### src/rtl/ita_pkg.sv
package ita_pkg;

    localparam int VALUE_W    = 32;
    localparam int DIGIT_W    = 4;
    localparam int NUM_CELLS  = 10;
    localparam int HEX_DIGITS = VALUE_W / DIGIT_W;
    localparam int CNT_W      = $clog2(NUM_CELLS + 1);
    localparam int IDX_W      = $clog2(NUM_CELLS);
    localparam int CONV_W     = $clog2(VALUE_W);
    localparam int WIDTH_W    = 6;
    localparam int MAX_WIDTH  = 32;
    localparam int CHAR_W     = 8;
    localparam int DEC_RADIX  = 10;
    localparam int DABBLE_MIN = 5;
    localparam int DABBLE_ADD = 3;

    localparam logic [CHAR_W-1:0] CHAR_ZERO    = 8'h30;
    localparam logic [CHAR_W-1:0] CHAR_MINUS   = 8'h2D;
    localparam logic [CHAR_W-1:0] CHAR_SPACE   = 8'h20;
    localparam logic [CHAR_W-1:0] CHAR_UPPER_A = 8'h41;
    localparam logic [CHAR_W-1:0] CHAR_LOWER_A = 8'h61;

    typedef enum logic [1:0] {
        FUNC_SDEC      = 2'd0,
        FUNC_UDEC      = 2'd1,
        FUNC_HEX_LOWER = 2'd2,
        FUNC_HEX_UPPER = 2'd3
    } func_t;

    typedef enum logic [1:0] {
        CELL_HOLD   = 2'd0,
        CELL_LOAD   = 2'd1,
        CELL_DABBLE = 2'd2
    } cell_op_t;

    typedef struct packed {
        cell_op_t op;
        logic     hex;
    } row_ctrl_t;

    typedef enum logic [2:0] {
        ST_IDLE,
        ST_CONV,
        ST_SETUP,
        ST_SIGN_LEAD,
        ST_PAD_LEFT,
        ST_SIGN,
        ST_DIGITS,
        ST_PAD_RIGHT
    } state_t;

endpackage

### src/rtl/ita_cell.sv
// One digit of the row: load a nibble, or adjust by three and shift one bit up.
module ita_cell (
    input  logic                        aclk,
    input  ita_pkg::cell_op_t           op,
    input  logic [ita_pkg::DIGIT_W-1:0] load_digit,
    input  logic                        carry_in,
    output logic [ita_pkg::DIGIT_W-1:0] digit,
    output logic                        carry_out
);

    logic [ita_pkg::DIGIT_W-1:0] digit_reg;
    logic [ita_pkg::DIGIT_W-1:0] digit_next;
    logic [ita_pkg::DIGIT_W-1:0] adj;

    assign adj = (digit_reg >= ita_pkg::DIGIT_W'(ita_pkg::DABBLE_MIN))
               ? digit_reg + ita_pkg::DIGIT_W'(ita_pkg::DABBLE_ADD) : digit_reg;
    assign carry_out = adj[ita_pkg::DIGIT_W-1];
    assign digit     = digit_reg;

    always_comb begin
        unique case (op)
            ita_pkg::CELL_LOAD:   digit_next = load_digit;
            ita_pkg::CELL_DABBLE: digit_next = {adj[ita_pkg::DIGIT_W-2:0], carry_in};
            default:              digit_next = digit_reg;
        endcase
    end

    always_ff @(posedge aclk) begin
        digit_reg <= digit_next;
    end

endmodule

### src/rtl/ita_digit_row.sv
// Row of digit cells fed MSB first from a shift register; picks one digit for output.
module ita_digit_row (
    input  logic                        aclk,
    input  ita_pkg::row_ctrl_t          ctrl,
    input  logic [ita_pkg::VALUE_W-1:0] load_value,
    input  logic [ita_pkg::IDX_W-1:0]   sel_idx,
    output logic [ita_pkg::DIGIT_W-1:0] sel_digit,
    output logic [ita_pkg::CNT_W-1:0]   digit_count
);

    logic [ita_pkg::VALUE_W-1:0] feed_reg;
    logic [ita_pkg::VALUE_W-1:0] feed_next;
    logic [ita_pkg::NUM_CELLS:0] carry;
    logic [ita_pkg::DIGIT_W-1:0] digit   [ita_pkg::NUM_CELLS];
    logic [ita_pkg::DIGIT_W-1:0] load_dg [ita_pkg::NUM_CELLS];

    assign carry[0] = feed_reg[ita_pkg::VALUE_W-1];

    always_comb begin
        unique case (ctrl.op)
            ita_pkg::CELL_LOAD:   feed_next = load_value;
            ita_pkg::CELL_DABBLE: feed_next = {feed_reg[ita_pkg::VALUE_W-2:0], 1'b0};
            default:              feed_next = feed_reg;
        endcase
    end

    always_ff @(posedge aclk) begin
        feed_reg <= feed_next;
    end

    for (genvar i = 0; i < ita_pkg::NUM_CELLS; i++) begin : g_cell
        if (i < ita_pkg::HEX_DIGITS) begin : g_nib
            assign load_dg[i] = ctrl.hex ? load_value[i*ita_pkg::DIGIT_W +: ita_pkg::DIGIT_W]
                                         : '0;
        end else begin : g_zero
            assign load_dg[i] = '0;
        end

        ita_cell u_cell (
            .aclk       (aclk),
            .op         (ctrl.op),
            .load_digit (load_dg[i]),
            .carry_in   (carry[i]),
            .digit      (digit[i]),
            .carry_out  (carry[i+1])
        );
    end

    // Highest nonzero digit sets the count; zero still prints one digit.
    always_comb begin
        digit_count = ita_pkg::CNT_W'(1);
        for (int i = 0; i < ita_pkg::NUM_CELLS; i++) begin
            if (digit[i] != '0) begin
                digit_count = ita_pkg::CNT_W'(i + 1);
            end
        end
    end

    always_comb begin
        sel_digit = '0;
        for (int i = 0; i < ita_pkg::NUM_CELLS; i++) begin
            if (sel_idx == ita_pkg::IDX_W'(i)) begin
                sel_digit = digit[i];
            end
        end
    end

endmodule

### src/rtl/integer_to_ascii_formatter_unit.sv
// Integer to ASCII formatter: printf-style %d, %u, %x and %X with width and pad flags.
//
// Input channel (s_): one word per value. s_tuser carries the format selector,
// s_tdata the value, the field width and the pad flags. A word is taken only while
// the unit is idle, one value at a time.
// Result channel (m_): one word per character, left to right; m_tlast marks the
// final character of the field.
//
// Flow: decimal formats run the value MSB first through a row of ten BCD digit
// cells, one bit per cycle (shift-and-add-three); hex loads the nibbles straight
// into the cells and skips that conversion. A setup state then sizes the padding.
// After that one character leaves per cycle while m_tready does not stall the
// output. All n characters of a field (n at most 32 with padding) leave before the
// unit returns to idle and takes the next value.
//
// Reset (aresetn low, synchronous) returns the control to idle and drops any
// pending result word. A stall on m_tready holds the current result word and
// freezes character generation; nothing is lost or repeated.
module integer_to_ascii_formatter_unit (
    input  logic        aclk,
    input  logic        aresetn,

    input  logic        s_tvalid,
    output logic        s_tready,
    input  logic [39:0] s_tdata,   // value [31:0], field_width [37:32], pad_mode [39:38]
    input  logic [1:0]  s_tuser,   // func [1:0]

    output logic        m_tvalid,
    input  logic        m_tready,
    output logic [7:0]  m_tdata,   // ascii_char [7:0]
    output logic        m_tlast    // last_char
);

    ita_pkg::state_t state_reg, state_next;

    ita_pkg::func_t                 func_reg, func_next;
    logic                           neg_reg, neg_next;
    logic                           pad_right_reg, pad_right_next;
    logic                           pad_zero_reg, pad_zero_next;
    logic [ita_pkg::WIDTH_W-1:0]    width_reg, width_next;
    logic [ita_pkg::CONV_W-1:0]     conv_cnt_reg, conv_cnt_next;
    logic [ita_pkg::IDX_W-1:0]      idx_reg, idx_next;
    logic [ita_pkg::WIDTH_W-1:0]    pad_cnt_reg, pad_cnt_next;

    logic                           m_tvalid_reg, m_tvalid_next;
    logic [ita_pkg::CHAR_W-1:0]     m_tdata_reg, m_tdata_next;
    logic                           m_tlast_reg, m_tlast_next;

    // Input word fields.
    ita_pkg::func_t                 func_in;
    logic [ita_pkg::VALUE_W-1:0]    value_in;
    logic [ita_pkg::WIDTH_W-1:0]    fw_in;
    logic [1:0]                     pad_in;
    logic                           neg_in;

    // Digit row interface.
    ita_pkg::row_ctrl_t             row_ctrl;
    logic [ita_pkg::VALUE_W-1:0]    mag;
    logic [ita_pkg::DIGIT_W-1:0]    sel_digit;
    logic [ita_pkg::CNT_W-1:0]      digit_count;

    // Field layout.
    logic                           sign_lead;
    logic                           sign_inline;
    logic [ita_pkg::WIDTH_W-1:0]    width_eff;
    logic [ita_pkg::WIDTH_W-1:0]    text_len;
    logic [ita_pkg::WIDTH_W-1:0]    pad_total;
    logic [ita_pkg::CHAR_W-1:0]     pad_char;
    logic [ita_pkg::CHAR_W-1:0]     letter_base;
    logic [ita_pkg::CHAR_W-1:0]     digit_char;
    logic                           right_pending;

    logic                           out_ready;
    logic                           emit_valid;
    logic [ita_pkg::CHAR_W-1:0]     emit_char;
    logic                           emit_last;
    logic                           emit_fire;

    assign func_in  = ita_pkg::func_t'(s_tuser);
    assign value_in = s_tdata[31:0];
    assign fw_in    = s_tdata[37:32];
    assign pad_in   = s_tdata[39:38];
    assign neg_in   = (func_in == ita_pkg::FUNC_SDEC) && value_in[ita_pkg::VALUE_W-1];
    assign mag      = neg_in ? (ita_pkg::VALUE_W'(0) - value_in) : value_in;

    ita_digit_row u_row (
        .aclk        (aclk),
        .ctrl        (row_ctrl),
        .load_value  (mag),
        .sel_idx     (idx_reg),
        .sel_digit   (sel_digit),
        .digit_count (digit_count)
    );

    // A leading sign takes a column of the width and goes ahead of zero padding.
    assign sign_lead   = neg_reg && (width_reg != '0) && pad_zero_reg;
    assign sign_inline = neg_reg && !sign_lead;
    assign width_eff   = width_reg - ita_pkg::WIDTH_W'(sign_lead);
    assign text_len    = ita_pkg::WIDTH_W'(digit_count) + ita_pkg::WIDTH_W'(sign_inline);
    assign pad_total   = (width_eff > text_len) ? (width_eff - text_len) : '0;

    assign pad_char    = pad_zero_reg ? ita_pkg::CHAR_ZERO : ita_pkg::CHAR_SPACE;
    assign letter_base = (func_reg == ita_pkg::FUNC_HEX_UPPER) ? ita_pkg::CHAR_UPPER_A
                                                               : ita_pkg::CHAR_LOWER_A;
    assign digit_char  = (sel_digit < ita_pkg::DIGIT_W'(ita_pkg::DEC_RADIX))
                       ? ita_pkg::CHAR_ZERO + ita_pkg::CHAR_W'(sel_digit)
                       : letter_base + ita_pkg::CHAR_W'(sel_digit)
                         - ita_pkg::CHAR_W'(ita_pkg::DEC_RADIX);

    assign right_pending = pad_right_reg && (pad_cnt_reg != '0);
    assign out_ready     = !m_tvalid_reg || m_tready;
    assign emit_fire     = emit_valid && out_ready;

    // Next state.
    always_comb begin
        state_next = state_reg;
        unique case (state_reg)
            ita_pkg::ST_IDLE: begin
                if (s_tvalid) begin
                    if (func_in == ita_pkg::FUNC_HEX_LOWER ||
                        func_in == ita_pkg::FUNC_HEX_UPPER) begin
                        state_next = ita_pkg::ST_SETUP;
                    end else begin
                        state_next = ita_pkg::ST_CONV;
                    end
                end
            end
            ita_pkg::ST_CONV: begin
                if (conv_cnt_reg == '0) begin
                    state_next = ita_pkg::ST_SETUP;
                end
            end
            ita_pkg::ST_SETUP: begin
                priority if (sign_lead) begin
                    state_next = ita_pkg::ST_SIGN_LEAD;
                end else if (!pad_right_reg && pad_total != '0) begin
                    state_next = ita_pkg::ST_PAD_LEFT;
                end else if (sign_inline) begin
                    state_next = ita_pkg::ST_SIGN;
                end else begin
                    state_next = ita_pkg::ST_DIGITS;
                end
            end
            ita_pkg::ST_SIGN_LEAD: begin
                if (out_ready) begin
                    if (!pad_right_reg && pad_cnt_reg != '0) begin
                        state_next = ita_pkg::ST_PAD_LEFT;
                    end else begin
                        state_next = ita_pkg::ST_DIGITS;
                    end
                end
            end
            ita_pkg::ST_PAD_LEFT: begin
                if (out_ready && pad_cnt_reg == ita_pkg::WIDTH_W'(1)) begin
                    state_next = sign_inline ? ita_pkg::ST_SIGN : ita_pkg::ST_DIGITS;
                end
            end
            ita_pkg::ST_SIGN: begin
                if (out_ready) begin
                    state_next = ita_pkg::ST_DIGITS;
                end
            end
            ita_pkg::ST_DIGITS: begin
                if (out_ready && idx_reg == '0) begin
                    state_next = right_pending ? ita_pkg::ST_PAD_RIGHT : ita_pkg::ST_IDLE;
                end
            end
            ita_pkg::ST_PAD_RIGHT: begin
                if (out_ready && pad_cnt_reg == ita_pkg::WIDTH_W'(1)) begin
                    state_next = ita_pkg::ST_IDLE;
                end
            end
            default: state_next = ita_pkg::ST_IDLE;
        endcase
    end

    // Outputs and datapath.
    always_comb begin
        s_tready       = 1'b0;
        row_ctrl.op    = ita_pkg::CELL_HOLD;
        row_ctrl.hex   = 1'b0;
        emit_valid     = 1'b0;
        emit_char      = ita_pkg::CHAR_SPACE;
        emit_last      = 1'b0;
        func_next      = func_reg;
        neg_next       = neg_reg;
        pad_right_next = pad_right_reg;
        pad_zero_next  = pad_zero_reg;
        width_next     = width_reg;
        conv_cnt_next  = conv_cnt_reg;
        idx_next       = idx_reg;
        pad_cnt_next   = pad_cnt_reg;

        unique case (state_reg)
            ita_pkg::ST_IDLE: begin
                s_tready     = 1'b1;
                row_ctrl.hex = (func_in == ita_pkg::FUNC_HEX_LOWER ||
                                func_in == ita_pkg::FUNC_HEX_UPPER);
                if (s_tvalid) begin
                    row_ctrl.op    = ita_pkg::CELL_LOAD;
                    func_next      = func_in;
                    neg_next       = neg_in;
                    pad_right_next = pad_in[0];
                    pad_zero_next  = pad_in[1];
                    width_next     = (fw_in > ita_pkg::WIDTH_W'(ita_pkg::MAX_WIDTH))
                                   ? ita_pkg::WIDTH_W'(ita_pkg::MAX_WIDTH) : fw_in;
                    conv_cnt_next  = ita_pkg::CONV_W'(ita_pkg::VALUE_W - 1);
                end
            end
            ita_pkg::ST_CONV: begin
                row_ctrl.op = ita_pkg::CELL_DABBLE;
                if (conv_cnt_reg != '0) begin
                    conv_cnt_next = conv_cnt_reg - ita_pkg::CONV_W'(1);
                end
            end
            ita_pkg::ST_SETUP: begin
                idx_next     = ita_pkg::IDX_W'(digit_count - ita_pkg::CNT_W'(1));
                pad_cnt_next = pad_total;
            end
            ita_pkg::ST_SIGN_LEAD, ita_pkg::ST_SIGN: begin
                emit_valid = 1'b1;
                emit_char  = ita_pkg::CHAR_MINUS;
            end
            ita_pkg::ST_PAD_LEFT, ita_pkg::ST_PAD_RIGHT: begin
                emit_valid = 1'b1;
                emit_char  = pad_char;
                emit_last  = pad_right_reg && (pad_cnt_reg == ita_pkg::WIDTH_W'(1));
                if (out_ready) begin
                    pad_cnt_next = pad_cnt_reg - ita_pkg::WIDTH_W'(1);
                end
            end
            ita_pkg::ST_DIGITS: begin
                emit_valid = 1'b1;
                emit_char  = digit_char;
                emit_last  = (idx_reg == '0) && !right_pending;
                if (out_ready && idx_reg != '0) begin
                    idx_next = idx_reg - ita_pkg::IDX_W'(1);
                end
            end
            default: begin
                emit_valid = 1'b0;
            end
        endcase
    end

    // Output register: load on a character, clear when taken.
    always_comb begin
        m_tvalid_next = m_tvalid_reg;
        m_tdata_next  = m_tdata_reg;
        m_tlast_next  = m_tlast_reg;
        priority if (emit_fire) begin
            m_tvalid_next = 1'b1;
            m_tdata_next  = emit_char;
            m_tlast_next  = emit_last;
        end else if (m_tready) begin
            m_tvalid_next = 1'b0;
        end
    end

    always_ff @(posedge aclk) begin
        if (!aresetn) begin
            state_reg    <= ita_pkg::ST_IDLE;
            m_tvalid_reg <= 1'b0;
        end else begin
            state_reg    <= state_next;
            m_tvalid_reg <= m_tvalid_next;
        end
    end

    always_ff @(posedge aclk) begin
        func_reg      <= func_next;
        neg_reg       <= neg_next;
        pad_right_reg <= pad_right_next;
        pad_zero_reg  <= pad_zero_next;
        width_reg     <= width_next;
        conv_cnt_reg  <= conv_cnt_next;
        idx_reg       <= idx_next;
        pad_cnt_reg   <= pad_cnt_next;
        m_tdata_reg   <= m_tdata_next;
        m_tlast_reg   <= m_tlast_next;
    end

    assign m_tvalid = m_tvalid_reg;
    assign m_tdata  = m_tdata_reg;
    assign m_tlast  = m_tlast_reg;

endmodule
### config.mk
export PLATFORM = sky130hd
export DESIGN_NAME = integer_to_ascii_formatter_unit
export DESIGN_NICKNAME = d
export VERILOG_FILES = /design/src/rtl/ita_pkg.sv /design/src/rtl/ita_cell.sv /design/src/rtl/ita_digit_row.sv /design/src/rtl/integer_to_ascii_formatter_unit.sv
export SDC_FILE = /design/constraint.sdc
export NUM_CORES = 1
export LEC_CHECK = 0
export BUFFER_PORTS_ARGS = -buffer_cell sky130_fd_sc_hd__buf_2
export CORE_MARGIN = 10
export CORE_UTILIZATION = 35
export CTS_CLUSTER_DIAMETER = 80
export DETAILED_ROUTE_END_ITERATION = 16
export GPL_TIMING_DRIVEN = 0
export SLEW_MARGIN = 10
export SYNTH_ARGS = -nofsm -noshare
export SYNTH_HDL_FRONTEND = slang
export SYNTH_SLANG_ARGS = --single-unit
### constraint.sdc
create_clock -name aclk -period 4.99 [get_ports aclk]
set_input_delay 0.998 -clock aclk [delete_from_list [all_inputs] [get_ports aclk]]
set_output_delay 0.998 -clock aclk [all_outputs]
set_load 0.01 [all_outputs]
Yosys cells after proc, flatten, opt, wreduce, memory -nomap -nowiden
Index checks and enable logic that the tools add are counted.
Word-level totals
  input port bits: 46
  output and inout port bits: 11
  register bits: 111
  word-level logic and storage cells: 222
Operators by class
  $lt $le $gt $ge: 13
  eq/ne operators: 32
  $add $sub $neg: 21
  muxes and demuxes: 83
  reductions and logical operators: 50
Operators by type and width (count)
  $mux W4: 31
  $pmux W4 S2: 11
  $pmux W32 S2: 1
  $mux W3: 14
  $ge A4 B3 Y1 const B: 10
  $reduce_bool A4 Y1: 10
  $add A4 B2 Y4 const B: 9
  $mux W32: 1
  $sub A1 B32 Y32 const A: 1
  $pmux W3 S8: 1
  $pmux W8 S3: 1
  $ne A2 B2 Y1 const B: 10
  $mux W6: 3
  $reduce_bool A6 Y1: 3
  $eq A4 B3 Y1 const B: 4
  $mux W5: 3
  $logic_and A1 B1 Y1: 13
  $eq A3 B3 Y1 const B: 4
  $mux W2: 6
  $pmux W6 S2: 1
  $pmux W5 S2: 1
  $reduce_bool A2 Y1: 5
  $add A7 B4 Y8: 1
  $eq A2 B2 Y1 const B: 4
  other kinds (35): 51

Depth between registers and ports, before layout
  depth in word-level cells: 18
  gate-level depth with buffers: 18
  gate-level depth less buffers: 18

Hierarchy
Synthesis repeated with hierarchy kept, for this count alone.
Unflattened totals
  cells, all modules: 874
  area total of the unflattened synthesis: 8469.4 um^2
Modules (own cells, without submodules)
  ita_cell: cells each 34, instances 10, area each 320.3 um^2, sequential area each 120.1 um^2
  integer_to_ascii_formatter_unit: cells each 358, instances 1, area each 3178.0 um^2, sequential area each 1101.1 um^2
  ita_digit_row: cells each 176, instances 1, area each 2088.3 um^2, sequential area each 960.9 um^2

Worst setup path before layout
No wires, ideal clock.
  kind: register -> register
  start point: register u_row.g_cell[1].u_cell.digit_reg (netlist bit u_row.g_cell[1].u_cell.digit[0])
  end point: register state_reg[0]
  period minus slack after synthesis: 3490 ps
  setup time: 61 ps
  cell stages (with the launch flop): 18
  data arrival time: 3429 ps
  required time: 4929 ps
  path buffers: 0
  path slack: 1500 ps
  path through: edfxtp_1 -> inv_1 -> ha_1 -> nor3b_1 -> o21ai_0 -> a21oi_1 -> o21ai_0 -> a21oi_1 -> ha_1 -> ha_1 -> inv_1 -> fa_1 -> a21o_1 -> a21o_1 -> xnor2_1 -> o41a_1 -> o211ai_1 -> a32o_1
Between the ends
  word-level cells in the longest chain between the ends: 18
  elaborated cells on any way between the ends: 19
  those cells by class: add/sub: 2; order compare: 1; mux: 13; reduce/logical: 3
Ends and longest elaborated chain
  start, declared: line ita_cell.sv:11  | logic [ita_pkg::DIGIT_W-1:0] digit_reg;
  start signal, assigned: line ita_cell.sv:29  | digit_reg <= digit_next;
  $reduce_bool A4 Y1 (*): line ita_digit_row.sv:53  | if (digit[i] != '0) begin
  $mux W2 (*) (2 in a row): line ita_digit_row.sv:53
  $mux W3 (*) (4 in a row): line ita_digit_row.sv:53
  $mux W4 (*) (3 in a row): line ita_digit_row.sv:53
  $add A4 B1 Y5 (*): line integer_to_ascii_formatter_unit.sv:99  | assign text_len = ita_pkg::WIDTH_W'(digit_count) + ita_pkg::WIDTH_W'(sign_inline);
  $sub A6 B5 Y6 or $gt A6 B5 Y1 (tied branches): line integer_to_ascii_formatter_unit.sv:100  | assign pad_total = (width_eff > text_len) ? (width_eff - text_len) : '0;
  $mux W6 (*): line integer_to_ascii_formatter_unit.sv:100
  $reduce_bool A6 Y1 (*): line integer_to_ascii_formatter_unit.sv:136  | end else if (!pad_right_reg && pad_total != '0) begin
  $logic_and A1 B1 Y1 (*): line integer_to_ascii_formatter_unit.sv:136
  $mux W2 (*): line integer_to_ascii_formatter_unit.sv:136
  $mux W3 (*): line integer_to_ascii_formatter_unit.sv:134  | priority if (sign_lead) begin
  $pmux W3 S8 (*): line integer_to_ascii_formatter_unit.sv:117  | unique case (state_reg)
  end signal, assigned: line integer_to_ascii_formatter_unit.sv:262  | state_reg <= ita_pkg::ST_IDLE;
  end signal, assigned: line integer_to_ascii_formatter_unit.sv:265  | state_reg <= state_next;
  end, declared: line integer_to_ascii_formatter_unit.sv:34  | ita_pkg::state_t state_reg, state_next;
Every way passes the cells marked *; elsewhere a longest branch is shown, timed or not.
A chain may end at the register's enable or synchronous reset.

Final worst setup path
Same ends and word-level chain as after synthesis.

==> results.cfg <==
[timing]
fmax_ghz = 0.237
fin_worst_skew_ns = 0.0135
grt_setup_unrepaired = false
setup_ws_ns = 0.770
setup_viol = 0
worst_pin_slew_ns = 0.861
max-slew-margin-rel_pct = 42.0
period_needed_ns = 4.22
setup_tns_ns = 0
slew_violations = 0
hold_viol_final = 0
finalCritPeriodShare_pct = 84.6

[layout]
layout_commonest_cell = nand2_1
n_antenna_cell = 0
regArea_um2 = 3260
multi_input_area_um2 = 4050
largest_register_ffs = 40
nets = 978
drive_gt1_share_pct = 10.6
final_util_pct = 40.5
layout_common_cells = nand2_1 (120), edfxtp_1 (106), o21ai_0 (84), nor2_1 (66), buf_2 (60)
area_delta_synth_final_pct = 12.5
num-fill-cells = 2165

[placement]
io_buffers = 55
place_hpwl_um = 14800
place_ws_ns = 0.835
routabilityCongestion = 0.900

[power_and_ir_drop]
total_power_mw = 5.20
power.leakage_nw = 3.23
peakVddDrop_uv = 247
p_per_area_nw_per_um2 = 605

[detailed_routing]
drt_iter0_markers = 460
viasPerCell = 5.20
drtPass1Iterations = 5
vias = 6073
route.detailed.drc = 0
ant_nets = 0
wl_um = 19400
wire_per_inst_um = 16.6

[synthesis]
synthDistinctLibCells = 62
ys_ff_latch = 110
syn_avg_cell_area_um2 = 9.30
synth_flop_cell = edfxtp_1
yosysSeqAreaShare_pct = 42.7
ys_async_sr_fraction_pct = 0
synth_area_um2 = 7630
synth_edf_count = 106
synth.yosys.warnings = 0
syn_inst = 821
syn-num-nets = 911

[cts]
cts_resized = 0
root_buffer = clkbuf_16
cts_buffers = 9
clockBufferDepth = 2
post_cts_buffers = 0
cts.clk_slew.worst_paths_ns = 0.08
ctsHoldBuffers = 0
cts_max_level = 3
clk_latency_ns = 0.36
clock-sinks = 110
cts_tree = yes

[min_path]
hold_class = reg -> reg
whs_path_depth = 2
holdPathEnd = u_row.feed_reg[4]$_DFFE_PP_
hp-start = u_row.feed_reg[3]$_DFFE_PP_

[critical_path]
critPathArrivalTime_ns = 4.51
rrSetupSlack_ns = 0.77
endpoint_kind = flip-flop
reg2reg_to = state_reg[0]$_SDFFE_PN0P_
crit_type = reg -> reg
reg2reg_depth = 17
cp_max_fo = 5
start_kind = flip-flop
required_ns = 5.28
r2r-start = u_row.g_cell[1].u_cell.digit[0]$_DFFE_PP_

[outcome]
status = completed

[global_route]
grt_usage_pct = 13.4
grt_pass1_wl_um = 31100
antenna_found_initial = 0
grt_pass1_vias = 5816
grt.overflow.total = 0
grt_max_degree = 58

[floorplan]
ioPinCount = 57
start_util_pct = 36.0
die_h_um = 168
rows = 53
fp.coreArea_um2 = 21200
die_area_um2 = 28100
die_w_um = 168

[flow_run]
maxCapViolCount = 0
## worst max-delay path by stage
stage | start | end | slack (ns)
floorplan | u_row.g_cell[1].u_cell.digit[0]$_DFFE_PP_ | state_reg[0]$_SDFFE_PN0P_ | 1.50
global placement | state_reg[1]$_SDFFE_PN0P_ | u_row.feed_reg[0]$_SDFFCE_PP0P_ | 0.55
detailed placement | u_row.g_cell[1].u_cell.digit[0]$_DFFE_PP_ | state_reg[0]$_SDFFE_PN0P_ | 0.84
CTS | u_row.g_cell[1].u_cell.digit[0]$_DFFE_PP_ | state_reg[0]$_SDFFE_PN0P_ | 0.76
global route | u_row.g_cell[1].u_cell.digit[0]$_DFFE_PP_ | state_reg[0]$_SDFFE_PN0P_ | 0.45
finish | u_row.g_cell[1].u_cell.digit[0]$_DFFE_PP_ | state_reg[0]$_SDFFE_PN0P_ | 0.77
## final cells by class
| cell class | count | area share, % |
|---|---|---|
| plain buffers | 36 | 1.73 |
| clock buffers | 10 | 2.67 |
| clock inverters | 6 | 0.903 |
| inverters | 47 | 2.08 |
| multi-input cells | 628 | 47.1 |
| flip-flops and latches | 110 | 38.0 |
| well taps | 275 | 4.01 |
| repair buffers | 56 | 3.52 |
## report_power, final
| group | switching, mW | internal (mW) |
|---|---|---|
| Sequential | 0.361 | 1.64 |
| Combinational | 1.51 | 0.924 |
| Clock | 0.365 | 0.401 |
| Total | 2.23 | 2.97 |
## synthesized netlist by cell type (6+ instances only)
| master | number | area (um2) |
|---|---|---|
| nor2_1 | 66 | 248 |
| a211oi_1 | 6 | 45.0 |
| nor3b_1 | 10 | 75.1 |
| xor2_1 | 34 | 298 |
| a22o_1 | 33 | 289 |
| o31ai_1 | 6 | 45.0 |
| edfxtp_1 | 106 | 3180 |
| xnor2_1 | 31 | 272 |
| nand3_1 | 12 | 60.1 |
| nand2_1 | 120 | 450 |
| nor2b_1 | 16 | 100 |
| nand2b_1 | 19 | 119 |
| clkbuf_1 | 27 | 101 |
| a21oi_1 | 43 | 215 |
| inv_1 | 47 | 176 |
| a31oi_1 | 6 | 37.5 |
| ha_1 | 43 | 538 |
| nand4_1 | 6 | 37.5 |
| o21ai_0 | 84 | 420 |
| nor3_1 | 16 | 80.1 |
## cell families after synthesis
kind of cell               after synthesis  synth area share (%)
and+or+nand+nor                        290                  18.2
AOI/OAI and AO/OA                      219                  18.8
DFF                                    110                  42.7
buffers and inverters                   83                  4.26
xor gates and xnor gates                65                  7.46
adders and majority gates               44                  7.31
muxes                                    8                  1.11
other                                    2                0.0984
## metrics by stage
stage | hold WS (ns) | cells | instance area [um2]
2_1_floorplan | 0.500 | 821 | 7630
3_3_place_gp | 0.507 | 1151 | 8250
3_5_place_dp | 0.513 | 1152 | 8280
4_1_cts | 0.533 | 1168 | 8590
5_1_grt | 0.546 | 1168 | 8590
6_report | 0.531 | 1168 | 8590
## metal layers
layer	routed length, um	track usage (%)	vias up
li1	-	-	3069
met1	9540	18.3	2833
met2	8630	21.1	155
met3	964	2.72	16
met4	216	3.37	0
met5	0	0	-
## worst max-delay path: stages, from the launching register on
cell and delay (ns):
edfxtp_1 0.49, inv_1 0.10, ha_1 0.20, nor3b_1 0.45, o21ai_0 0.15, a21oi_1 0.16, o21ai_0 0.10, a21oi_1 0.30
ha_1 0.23, ha_1 0.12, inv_1 0.06, fa_1 0.45, a21o_1 0.18, a21o_1 0.21, xnor2_1 0.15, o41a_1 0.45
o211ai_1 0.21, a32o_1 0.15
(Power assumes the default switching activity.)
